===== config.mk =====
export PLATFORM = sky130hd
export DESIGN_NAME = stereo_biquad_cascade_eq
export DESIGN_NICKNAME = d
export VERILOG_FILES = /design/src/hw/rtl/sbeq_pkg.sv /design/src/hw/rtl/sbeq_ram.sv /design/src/hw/rtl/stereo_biquad_cascade_eq.sv
export SDC_FILE = /design/constraint.sdc
export NUM_CORES = 2
export LEC_CHECK = 0
export BUFFER_PORTS_ARGS = -buffer_cell sky130_fd_sc_hd__clkbuf_2
export CAP_MARGIN = 20
export CORE_MARGIN = 2
export CORE_UTILIZATION = 40
export CTS_BUF_LIST = sky130_fd_sc_hd__clkbuf_2 sky130_fd_sc_hd__clkbuf_4 sky130_fd_sc_hd__clkbuf_8
export DETAILED_ROUTE_END_ITERATION = 6
export GPL_TIMING_DRIVEN = 0
export HOLD_SLACK_MARGIN = 0.05
export PLACE_DENSITY = 0.53
export SLEW_MARGIN = 20
export SYNTH_ARGS = -nofsm -noshare
export SYNTH_HDL_FRONTEND = slang
export SYNTH_SLANG_ARGS = --single-unit

===== constraint.sdc =====
create_clock -name clk -period 10 [get_ports clk]
set_clock_uncertainty 0.05 [all_clocks]
set_input_delay 0.5 -clock clk [delete_from_list [all_inputs] [get_ports clk]]
set_output_delay 0.5 -clock clk [all_outputs]
set_load 0.005 [all_outputs]

===== src/hw/rtl/sbeq_pkg.sv =====
// Shared types and constants for the stereo biquad cascade equalizer.
// No dependencies; imported by stereo_biquad_cascade_eq and tb_top.
package sbeq_pkg;

  localparam int SAMPLE_BITS = 24;
  localparam int COEFF_BITS  = 32;
  localparam int GAIN_BITS   = 16;
  localparam int GAIN_FRAC   = 12;
  localparam int FRAC_BITS   = COEFF_BITS - 3;
  localparam int ACC_W       = COEFF_BITS + SAMPLE_BITS + 3;
  localparam int CNT_W       = 5;

  typedef enum logic [1:0] {
    OP_FRAME = 2'd0,
    OP_COEFF = 2'd1,
    OP_CLEAR = 2'd2,
    OP_NONE  = 2'd3
  } opcode_t;

  typedef enum logic [1:0] {
    REG_ENABLE = 2'd0,
    REG_MASK   = 2'd1,
    REG_GAIN   = 2'd2,
    REG_NONE   = 2'd3
  } reg_index_t;

  localparam logic [2:0] SLOT_LIMIT = 3'd5;

  typedef struct packed {
    logic [1:0]                    opcode;
    logic signed [SAMPLE_BITS-1:0] left_sample;
    logic signed [SAMPLE_BITS-1:0] right_sample;
    logic                          last_frame;
    logic [2:0]                    band_select;
    logic [2:0]                    coeff_select;
    logic signed [31:0]            coeff_value;
  } in_t;

  typedef struct packed {
    logic signed [SAMPLE_BITS-1:0] left_out;
    logic signed [SAMPLE_BITS-1:0] right_out;
    logic                          frame_last;
  } out_t;

  typedef enum logic [3:0] {
    S_CLEAR, S_IDLE, S_SEL, S_RD, S_WT, S_MUL, S_FIN, S_WR,
    S_GLD, S_GAIN, S_GFIN, S_OUT
  } state_t;

endpackage


===== src/hw/rtl/sbeq_ram.sv =====
// Generic single-write, single-read RAM with registered read data.
// No dependencies.
module sbeq_ram #(
  parameter int WIDTH = 32,
  parameter int DEPTH = 64
) (
  input  logic                     clk,
  input  logic                     we,
  input  logic [$clog2(DEPTH)-1:0] waddr,
  input  logic [WIDTH-1:0]         wdata,
  input  logic [$clog2(DEPTH)-1:0] raddr,
  output logic [WIDTH-1:0]         rdata
);
  logic [WIDTH-1:0] mem [DEPTH];

  always_ff @(posedge clk) begin
    if (we) begin
      mem[waddr] <= wdata;
    end
    rdata <= mem[raddr];
  end
endmodule


===== src/hw/rtl/stereo_biquad_cascade_eq.sv =====
// Stereo biquad cascade equalizer, direct form I, one shift-add multiplier.
// Depends on sbeq_pkg and sbeq_ram.
// Each product is formed one multiplier bit per cycle; items are processed one at a time.
// A history clear sweeps every memory address, writing zero history.
// Reset (rst, synchronous) runs the same sweep, loading unit b0 coefficients and
// zero history; no item is accepted during it.
module stereo_biquad_cascade_eq #(
  parameter int BAND_COUNT = 8
) (
  input  logic            clk,
  input  logic            rst,
  input  logic            in_valid,
  output logic            in_stall,
  input  sbeq_pkg::in_t   in_item,
  output logic            out_valid,
  input  logic            out_stall,
  output sbeq_pkg::out_t  out_item,
  input  logic            cfg_write,
  input  logic [1:0]      cfg_index,
  input  logic [15:0]     cfg_data
);
  import sbeq_pkg::*;

  localparam int BAND_W = (BAND_COUNT > 1) ? $clog2(BAND_COUNT) : 1;
  localparam int AW     = BAND_W + 3;
  localparam int DEPTH  = 2 ** AW;

  localparam logic signed [ACC_W-1:0] SMAX = ACC_W'((64'sd1 <<< (SAMPLE_BITS-1)) - 1);
  localparam logic signed [ACC_W-1:0] SMIN = -SMAX - ACC_W'(1);
  localparam logic signed [ACC_W-1:0] HALF_C = ACC_W'(64'sd1 <<< (FRAC_BITS-1));
  localparam logic signed [ACC_W-1:0] HALF_G = ACC_W'(64'sd1 <<< (GAIN_FRAC-1));
  localparam logic [COEFF_BITS-1:0]   UNIT = COEFF_BITS'(64'd1 << FRAC_BITS);

  function automatic logic signed [SAMPLE_BITS-1:0] sat(input logic signed [ACC_W-1:0] v);
    logic signed [SAMPLE_BITS-1:0] r;
    if (v > SMAX) r = SMAX[SAMPLE_BITS-1:0];
    else if (v < SMIN) r = SMIN[SAMPLE_BITS-1:0];
    else r = v[SAMPLE_BITS-1:0];
    return r;
  endfunction

  state_t state, state_next;

  logic                          eq_enabled;
  logic [7:0]                    band_enable_mask;
  logic [GAIN_BITS-1:0]          output_gain;

  logic [AW-1:0]                 sweep;
  logic                          init_coef;
  logic [BAND_W:0]               band;
  logic                          ch;
  logic [2:0]                    tap;
  logic [CNT_W-1:0]              bitc;
  logic [1:0]                    wr;
  logic signed [ACC_W-1:0]       acc;
  logic signed [ACC_W-1:0]       mcand;
  logic [SAMPLE_BITS-1:0]        mplier;
  logic signed [SAMPLE_BITS-1:0] xcur, h0_old, h2_old, yval;
  logic signed [SAMPLE_BITS-1:0] left_res, right_in;
  logic                          last;

  logic                          accept, band_done, band_on, mul_last, neg, sub_now;
  logic [4:0]                    band_x;
  logic signed [ACC_W-1:0]       shifted;

  logic                          coef_we, hist_we;
  logic [AW-1:0]                 coef_waddr, coef_raddr, hist_waddr, hist_raddr;
  logic [COEFF_BITS-1:0]         coef_wdata, coef_rdata;
  logic [SAMPLE_BITS-1:0]        hist_wdata, hist_rdata;

  assign in_stall  = (state != S_IDLE);
  assign accept    = in_valid && !in_stall;
  assign band_done = (32'(band) >= BAND_COUNT);
  assign band_x    = 5'(band);
  assign band_on   = (band_x >= 5'd8) || band_enable_mask[band_x[2:0]];
  assign mul_last  = (state == S_MUL) ? (bitc == CNT_W'(SAMPLE_BITS-1))
                                      : (bitc == CNT_W'(GAIN_BITS-1));
  assign neg       = (state == S_MUL) && (tap >= 3'd3);
  // the sign bit of a sample has negative weight; gain is unsigned
  assign sub_now   = neg ^ ((state == S_MUL) && mul_last);

  always_comb begin
    if (state == S_FIN) shifted = (acc + HALF_C) >>> FRAC_BITS;
    else shifted = (acc + HALF_G) >>> GAIN_FRAC;
  end

  // memories
  assign coef_we    = (state == S_CLEAR && init_coef) ||
                      (accept && in_item.opcode == OP_COEFF &&
                       32'(in_item.band_select) < BAND_COUNT &&
                       in_item.coeff_select < SLOT_LIMIT);
  assign coef_waddr = (state == S_CLEAR) ? sweep
                                         : {BAND_W'(in_item.band_select), in_item.coeff_select};
  assign coef_wdata = (state == S_CLEAR) ? ((sweep[2:0] == 3'd0) ? UNIT : '0)
                                         : COEFF_BITS'(in_item.coeff_value);
  assign coef_raddr = {band[BAND_W-1:0], tap};

  assign hist_we    = (state == S_CLEAR) || (state == S_WR);
  assign hist_waddr = (state == S_CLEAR) ? sweep : {band[BAND_W-1:0], ch, wr};
  always_comb begin
    case (wr)
      2'd0:    hist_wdata = xcur;
      2'd1:    hist_wdata = h0_old;
      2'd2:    hist_wdata = yval;
      default: hist_wdata = h2_old;
    endcase
    if (state == S_CLEAR) hist_wdata = '0;
  end
  assign hist_raddr = {band[BAND_W-1:0], ch, 2'(tap - 3'd1)};

  sbeq_ram #(.WIDTH(COEFF_BITS), .DEPTH(DEPTH)) u_coef (
    .clk, .we(coef_we), .waddr(coef_waddr), .wdata(coef_wdata),
    .raddr(coef_raddr), .rdata(coef_rdata)
  );

  sbeq_ram #(.WIDTH(SAMPLE_BITS), .DEPTH(DEPTH)) u_hist (
    .clk, .we(hist_we), .waddr(hist_waddr), .wdata(hist_wdata),
    .raddr(hist_raddr), .rdata(hist_rdata)
  );

  always_comb begin
    state_next = state;
    case (state)
      S_CLEAR: if (sweep == AW'(DEPTH-1)) state_next = S_IDLE;
      S_IDLE: begin
        if (accept) begin
          case (in_item.opcode)
            OP_FRAME: state_next = eq_enabled ? S_SEL : S_OUT;
            OP_CLEAR: state_next = S_CLEAR;
            default:  state_next = S_IDLE;
          endcase
        end
      end
      S_SEL: begin
        if (band_done) state_next = ch ? S_GLD : S_SEL;
        else if (band_on) state_next = S_RD;
      end
      S_RD:   state_next = S_WT;
      S_WT:   state_next = S_MUL;
      S_MUL:  if (mul_last) state_next = (tap == 3'd4) ? S_FIN : S_RD;
      S_FIN:  state_next = S_WR;
      S_WR:   if (wr == 2'd3) state_next = S_SEL;
      S_GLD:  state_next = S_GAIN;
      S_GAIN: if (mul_last) state_next = S_GFIN;
      S_GFIN: state_next = ch ? S_OUT : S_GLD;
      S_OUT:  if (!out_valid || !out_stall) state_next = S_IDLE;
      default: state_next = S_IDLE;
    endcase
  end

  always_ff @(posedge clk) begin
    if (rst) begin
      state <= S_CLEAR;
    end else begin
      state <= state_next;
    end
  end

  always_ff @(posedge clk) begin
    if (rst) begin
      eq_enabled       <= 1'b1;
      band_enable_mask <= 8'hFF;
      output_gain      <= GAIN_BITS'(4096);
      sweep            <= '0;
      init_coef        <= 1'b1;
      out_valid        <= 1'b0;
    end else begin
      if (cfg_write) begin
        case (reg_index_t'(cfg_index))
          REG_ENABLE: eq_enabled       <= cfg_data[0];
          REG_MASK:   band_enable_mask <= cfg_data[7:0];
          REG_GAIN:   output_gain      <= cfg_data;
          default:    ;
        endcase
      end

      // load the result register once it is free, else clear valid once the receiver takes the item
      if (state == S_OUT && (!out_valid || !out_stall)) begin
        out_valid           <= 1'b1;
        out_item.left_out   <= left_res;
        out_item.right_out  <= right_in;
        out_item.frame_last <= last;
      end else if (out_valid && !out_stall) begin
        out_valid <= 1'b0;
      end

      case (state)
        S_CLEAR: begin
          sweep <= sweep + AW'(1);
          if (sweep == AW'(DEPTH-1)) init_coef <= 1'b0;
        end
        S_IDLE: begin
          if (accept) begin
            xcur     <= in_item.left_sample;
            left_res <= in_item.left_sample;
            right_in <= in_item.right_sample;
            last     <= in_item.last_frame;
            band     <= '0;
            ch       <= 1'b0;
            tap      <= '0;
            sweep    <= '0;
          end
        end
        S_SEL: begin
          if (band_done) begin
            // left cascade done: hold its result, start right channel
            if (!ch) begin
              left_res <= xcur;
              xcur     <= right_in;
              band     <= '0;
              ch       <= 1'b1;
            end else begin
              ch <= 1'b0;
            end
          end else if (band_on) begin
            tap <= '0;
            acc <= '0;
          end else begin
            band <= band + (BAND_W+1)'(1);
          end
        end
        S_WT: begin
          mcand <= ACC_W'($signed(coef_rdata));
          mplier <= (tap == 3'd0) ? xcur : hist_rdata;
          bitc  <= '0;
          if (tap == 3'd1) h0_old <= hist_rdata;
          if (tap == 3'd3) h2_old <= hist_rdata;
        end
        S_MUL, S_GAIN: begin
          if (mplier[0]) acc <= sub_now ? acc - mcand : acc + mcand;
          mcand  <= mcand <<< 1;
          mplier <= mplier >> 1;
          bitc   <= bitc + CNT_W'(1);
          if (state == S_MUL && mul_last) tap <= tap + 3'd1;
        end
        S_FIN: begin
          yval <= sat(shifted);
          wr   <= '0;
        end
        S_WR: begin
          wr <= wr + 2'd1;
          if (wr == 2'd3) begin
            xcur <= yval;
            band <= band + (BAND_W+1)'(1);
          end
        end
        S_GLD: begin
          acc    <= '0;
          mcand  <= ch ? ACC_W'(xcur) : ACC_W'(left_res);
          mplier <= SAMPLE_BITS'(output_gain);
          bitc   <= '0;
        end
        S_GFIN: begin
          if (ch) right_in <= sat(shifted);
          else left_res <= sat(shifted);
          ch <= ~ch;
        end
        default: ;
      endcase
    end
  end
endmodule


== After elaboration in Yosys (flattened, before gate mapping) ==
Memory sizes are Yosys's and may differ from the RTL's. A register that Yosys moved wholly into a read port is not among the register bits.
Cells that the tools add are included.

* $add $sub $neg: 10
* Order comparisons: 7
* Eq/ne operators: 42
* Multiplexer cells: 72
* Bitwise operators: 3
* Reductions and logical operators: 54

{| class="wikitable"
|+ Operator list
! operator !! count
|-
| $mux W59 || 6
|-
| $pmux W59 S3 || 2
|-
| $mux W24 || 13
|-
| $pmux W24 S3 || 4
|-
| $mux W4 || 15
|-
| $add A59 B13 Y59 const B || 1
|-
| $add A59 B30 Y59 const B || 1
|-
| $add A59 B59 Y59 || 1
|-
| $gt A59 B24 Y1 const B || 1
|-
| $lt A59 B24 Y1 const B || 1
|-
| $sub A59 B59 Y59 || 1
|-
| $pmux W24 S2 || 1
|-
| $pmux W4 S12 || 1
|-
| $mux W32 || 1
|-
| $mux W30 || 1
|-
| $ne A2 B2 Y1 const B || 12
|-
| $reduce_and A6 Y1 || 4
|-
| $reduce_and A2 Y1 || 10
|-
| $mux W6 || 3
|-
| $eq A4 B3 Y1 const B || 4
|-
| $eq A4 B4 Y1 const B || 4
|-
| $mux W3 || 5
|-
| $reduce_bool A3 Y1 || 5
|-
| $pmux W4 S3 || 1
|-
| 46 further kinds || 90
|}

* Register bits: 388
* RAM bits: 3,584
* Input bits: 112
* Output and inout bits: 51
* Logic and storage cells: 215
* Memories: 2

{| class="wikitable"
|+ Memory list
! memory !! words !! width !! read ports !! clocked after memory_dff !! write ports !! line !! source
|-
| u_coef.mem || 64 || 32 || 1 || 1 || 1 || sbeq_ram.sv:14 || <nowiki>logic [WIDTH-1:0] mem [DEPTH];</nowiki>
|-
| u_hist.mem || 64 || 24 || 1 || 1 || 1 || sbeq_ram.sv:14 ||
|}

== Logic depth before layout (Yosys ltp) ==
* Depth in word-level cells: 8
* Depth in mapped cells: 22
* Gate-level depth less buffers: 20

== Modules after synthesis ==
Synthesis repeated with hierarchy kept, for this count alone.

* Cell total of the unflattened synthesis: 8,551
* Area, all modules: 161,991.6 µm²

{| class="wikitable"
|+ Modules (own cells, without submodules)
! module !! times used !! cells each !! area an instance (µm²)
|-
| sbeq_ram (u_coef) || 1 || 3,511 || 79,039.6
|-
| sbeq_ram (u_hist) || 1 || 2,610 || 59,295.6
|-
| stereo_biquad_cascade_eq || 1 || 2,430 || 23,656.4
|}

== Worst setup path after synthesis ==
Ideal clock, no wire load.

* Kind: register to register
* Start: register state[2]
* End: register acc[0] (enable)
* Arrival: 5.695 ns
* Data required time: 9.402 ns
* Setup slack: 3.706 ns
* Cell stages (with the launch flop): 9
* Clock period less this slack: 6.294 ns
* Cells stage by stage: dfxtp_1 > clkbuf_1 > xor2_1 > nor2b_1 > and2_1 > clkbuf_1 > clkbuf_1 > a211oi_1 > nor3_1

* Cells in the longest elaborated chain, start to end: 4
* Elaborated cells on any way between the ends: 10
* Classes of those cells: eq/ne: 7; reduce/logical: 3

{| class="wikitable"
|+ RTL lines
! item !! line !! source
|-
| start, declared || stereo_biquad_cascade_eq.sv:42 || <nowiki>state_t state, state_next;</nowiki>
|-
| start signal, assigned || stereo_biquad_cascade_eq.sv:155 || <nowiki>state <= state_next;</nowiki>
|-
| $eq A4 B3 Y1 or $eq A4 B4 Y1 (tied branches) || stereo_biquad_cascade_eq.sv:187 || <nowiki>case (state)</nowiki>
|-
| $reduce_or A2 Y1 || stereo_biquad_cascade_eq.sv:187 ||
|-
| $ne A2 B2 Y1 (no line) or $reduce_bool A3 Y1 (tied branches) || - ||
|-
| $reduce_and A5 Y1 (no line) * || - ||
|-
| end signal, assigned || stereo_biquad_cascade_eq.sv:230 || <nowiki>if (mplier[0]) acc <= sub_now ? acc - mcand : acc + mcand;</nowiki>
|-
| end, declared || stereo_biquad_cascade_eq.sv:55 || <nowiki>logic signed [ACC_W-1:0] acc;</nowiki>
|}

Mark *: on every way between the ends. The rest lies on a longest branch, timed or not.
A chain may end at the register's enable or synchronous reset.

== Worst setup path in the final report ==
* Start: register tap[0]
* End: register u_hist.rdata[23] (read register of u_hist.mem)

* Cells in the longest elaborated chain, start to end: 1

{| class="wikitable"
|+ RTL lines
! item !! line !! source
|-
| start, declared || stereo_biquad_cascade_eq.sv:52 || <nowiki>logic [2:0] tap;</nowiki>
|-
| start signal, assigned || stereo_biquad_cascade_eq.sv:234 || <nowiki>if (state == S_MUL && mul_last) tap <= tap + 3'd1;</nowiki>
|-
| $sub A2 B1 Y2 || stereo_biquad_cascade_eq.sv:109 || <nowiki>assign hist_raddr = {band[BAND_W-1:0], ch, 2'(tap - 3'd1)};</nowiki>
|-
| net hist_raddr[0] || stereo_biquad_cascade_eq.sv:67 || <nowiki>logic [AW-1:0] coef_waddr, coef_raddr, hist_waddr, hist_raddr;</nowiki>
|-
| end, declared || sbeq_ram.sv:12 || <nowiki>output logic [WIDTH-1:0] rdata</nowiki>
|}

The timed path passes the listed nets, and every way through them passes these cells.

==> results summary <==
The flow ran to the end, but the final reports show violations. The final reports fail on DRC. The count of final setup violators is 0. The endpoint identified for the worst register-to-register timing path is u_hist.rdata[23]. For this design, the slowest cell found on the critical path is clkbuf_1. The layout cell share with drive strength beyond 1 is 31.7%. Summing all non-filler instances in the final layout gives an area of 191000 sq um. Across the run, the number of max-cap violations was 0. The hold buffer count at cts came out at 186.

The placed instance count came out at between 10000 and 15000. Summed over all nets, the switching power comes to 0.00696 W. The worst setup path is captured at a flip-flop. The sequential share of power came out at 55.6%. The leakage power figure is 61.9 nW. The final cell count without fillers is 14800.

The clock drives ~4000 sinks. Summing all placed instances gives a cell area of 176000 sq um. The total of buffers placed on input and output ports is between 150 and 200.

The setup slack of the most critical reg-to-reg path came out at between 1500 and 2000 ps. After detailed routing, the number of remaining DRC violations is 13. For the finished layout, the period the worst path requires is roughly 8200 ps.

The global routing usage on met1 is between 30% and 40%. The signed area change from the synthesized netlist to the final layout came out at 18.7%. The final hold violation count is 0. The critical path goes through buf_2 -> buf_2 -> clkbuf_2 -> buf_1 -> clkbuf_1 -> inv_1 -> ha_1 -> clkbuf_1 -> clkbuf_1 -> clkbuf_1 -> buf_1 -> mux4_2 -> mux2i_1 -> nand3_1 -> nand2_1 -> a31oi_1 -> a22oi_1 -> nand2_1. The net count of the finished layout is 9150. Prior to clock tree synthesis, the placed netlist has a worst setup slack of 1670 ps. The buffer cell driving the clock tree root is clkbuf_8. The detail-routed via count per cell is 5.77. The launch point of the worst path is tap[0]. The number of buffers on the longest clock path came out at 4. Entering global routing, the biggest net connects 47 pins.

The number of placement rows came out at 232. The number of logic stages on the critical path including buffering is 18. The critical path data required time came out at 11030 ps.

The total routed wirelength is 490 mm. Across every metal layer, demand over resource in global routing totals 23.8%. Setup repair after global routing left no endpoint under its margin. The number of pins exceeding their max-slew limit in the final report came to 0. The global routing met2 resource utilization is 39.2%.

The internal power of the cells totals 0.0262 W. The maximum single-stage delay on the critical path came out at 870 ps. The clock buffer count from CTS came out at between 600 and 700. The worst hold path depth is 3. The filler cells instantiated in the layout total about 33000. For this run the aggregate overflow at the end of global routing stands at 0. The library cells used most frequently in the layout, excluding fill and tap cells, are edfxtp_1 (3935), mux4_2 (1175), clkbuf_8 (683). The clock input transition at the sequential cells of the worst setup and hold paths is 60 ps. The cell that appears most often on the critical path is clkbuf_1. The via count of the first global-routing pass is slightly below 90000. The floorplan step set the die height to approximately 640 microns. The worst IR drop on VDD is 149 uV.

The antenna violation net count after detailed routing came out at 0. The critical path in this run is classified as reg -> reg. The total die area came out at 407000 sq um. The depth of the worst register-to-register path is 18. The post-synthesis instance area came out at 161000 sq um.

The most used flip-flop cell after synthesis is edfxtp_1. The number of flops mapped to enable cells by yosys is 3935. The warning count from the yosys run came out at 0. In the final routed layout, each cell accounts on average for about 33 microns. The pin slew with the least headroom to its limit is 1260 ps. The clock network power share is between 40% and 50%. The first-pass iteration count of the detailed router came out at 7.

The cell count after synthesis is 7667. The placer's final routability congestion estimate is ~0.90. Setup slack on the critical path of the routed design comes to 1770 ps. The critical-path maximum fanout came out at 10. The chip width came out at 638 microns.

The startpoint of the tightest hold check path is in_item[74]. The half-perimeter wire length after placement is 349 mm. The library cell used most frequently in the layout, excluding fill and tap cells, is edfxtp_1. The number of H-tree branching levels came out at 6.

In this run, synthesis produced a sequential element count of around 4000. The relative max-transition margin came out at ~16%. The combinational fraction of design power came out at 1.1%. The core occupancy in the finished layout came out at 47.7%. The worst hold path belongs to the class in -> reg. The worst register-to-register path begins at tap[0]. STA classifies the critical path startpoint as a flip-flop. For this configuration, the core starts out at a cell density of 40.2%.

The number of distinct library cells after synthesis is 80. The sum of negative setup slack is 0 ps. The endpoint arrival time on the critical path came out at 9250 ps. The fmax is 0.122 GHz. In the global route stage, met3 resource usage came out at 4.25%. The path with the worst hold slack has its endpoint at left_res[11]. The post-synthesis net count came out at 7855.

The total of cells resized after clock tree synthesis is 0. On the critical path the largest part of the delay comes from buffers and inverters. The wire length of the first global-routing pass came out at 678 mm. The layer flagged by global routing as most heavily used is met2. The later-pin clock latency in the skew report is 1230 ps. The power per unit of standard cell area came out at 174 nW/um^2.

After floorplanning, the core was sized to cover 400000 sq um. The portion of the clock cycle consumed by the worst path in the final layout is 82.3%. The share of synthesized area occupied by flip-flops and latches came out at 74.7%. The switching portion of total power is 21.0%.

The number of buffers inserted by post-CTS setup repair is 0. The worst path buffer plus inverter count is 10. The total area of sequential cells came out at 120000 sq um. The area occupied by multi-input gates came out at 40400 sq um. The clock tree from TritonCTS is done. For this block, the initial DRC count from the detailed router was 10000. The number of top-level pins came out at 163. The average cell area after synthesis is 21.0 sq um. The via count is ~85000. The post-synthesis async set-or-reset flop share is 0%. The initial antenna violation count came out at 56.
metrics by stage:
stage / hold WS [ps] / total power [W]
floorplan: 350 / 0.0189
global placement: 362 / 0.0190
detailed placement: 366 / 0.0191
CTS: 50.3 / 0.0334
global route: 128 / 0.0341
finish: 178 / 0.0331
cells by family after synthesis:
logic type | synth area share [%]
and+or+nand+nor | 3.21
AOI/OAI and AO/OA | 2.64
adders and majority gates | 0.596
xor gates and xnor gates | 0.905
buffers and inverters | 1.07
muxes | 16.9
DFF | 74.7
registers in the layout, indices dropped and copies added (netlist names), 2 cells and up:
signal	flops
u_coef.mem	2048
u_coef.rdata	32
output_gain	16
acc	59
state	4
mplier	24
u_hist.mem	1536
h0_old	24
band	4
tap	3
left_res	24
out_item	49
wr	2
band_enable_mask	8
right_in	24
xcur	24
h2_old	24
sweep	6
bitc	5
yval	24
mcand	59
u_hist.rdata	24
power by group through the flow:
stage	clock, W	sequential [W]	combinational [W]
after floorplan	0	0.0187	0.000125
after global placement	0	0.0188	0.000240
after detailed placement	0	0.0188	0.000298
after CTS	0.0146	0.0184	0.000358
after global routing	0.0153	0.0184	0.000380
final	0.0143	0.0184	0.000365
how the worst max path moves through the flow:
stage / end / slack, ps
CTS: acc[56] / 1670
detailed placement: acc[56] / 1670
global placement: acc[55] / 40
finish: u_hist.rdata[23] / 1770
global route: u_hist.rdata[23] / 1450
floorplan: acc[0] / 3710
routing by layer:
| metal | vias up | part of all wire (%) |
|---|---|---|
| met5 | - | 0.0043 |
| met3 | 777 | 7.5 |
| met4 | 4 | 3.2 |
| met2 | 3634 | 49 |
| met1 | 45800 | 41 |
| li1 | 35000 | - |
layout make-up:
type | instances | share of cell area (%)
Sequential cell | 4028 | 62.9
Multi-Input combinational cell | 3190 | 21.2
Clock buffer | 908 | 5.82
Timing Repair Buffer | 627 | 4.62
Tap cell | 5265 | 3.45
Clock inverter | 278 | 0.995
Buffer | 410 | 0.902
Inverter | 39 | 0.0768
Antenna cell | 20 | 0.0262
tightest hold or removal path, cell delays in order:
cell and delay (ps):
dlygate4sd3_1 530, clkbuf_2 140, a221o_1 150
cell usage after synthesis (6+ instances only):
cell type,count,share of area (%)
and3_1,30,0.12
nand2_1,281,0.66
a22oi_1,50,0.23
a222oi_1,24,0.15
mux2i_1,64,0.40
o41ai_1,8,0.044
nor2b_1,49,0.19
dfxtp_1,93,1.2
nand2b_1,25,0.097
o31ai_1,34,0.16
o21ai_1,11,0.034
a21o_1,81,0.38
buf_1,96,0.22
nand4_1,27,0.11
or3_1,21,0.082
a211o_1,6,0.033
or4_1,12,0.056
a21oi_1,146,0.45
and2_1,18,0.070
a31oi_1,11,0.043
nor4_1,20,0.078
nor3_1,44,0.14
o21ai_0,118,0.37
o21a_1,11,0.051
a221o_1,37,0.23
nand3b_1,22,0.10
nor2_1,374,0.87
o22ai_1,19,0.074
edfxtp_1,3935,74
xnor2_1,81,0.44
clkbuf_1,302,0.71
xor2_1,85,0.46
or2_2,8,0.031
nor3b_1,21,0.098
ha_1,75,0.58
o211ai_1,6,0.028
mux4_2,1175,16
buf_2,10,0.031
nand3_1,87,0.27
inv_1,39,0.091
and4_1,16,0.087
a211oi_1,13,0.061
No activity file was read; power rests on OpenSTA's default activity.
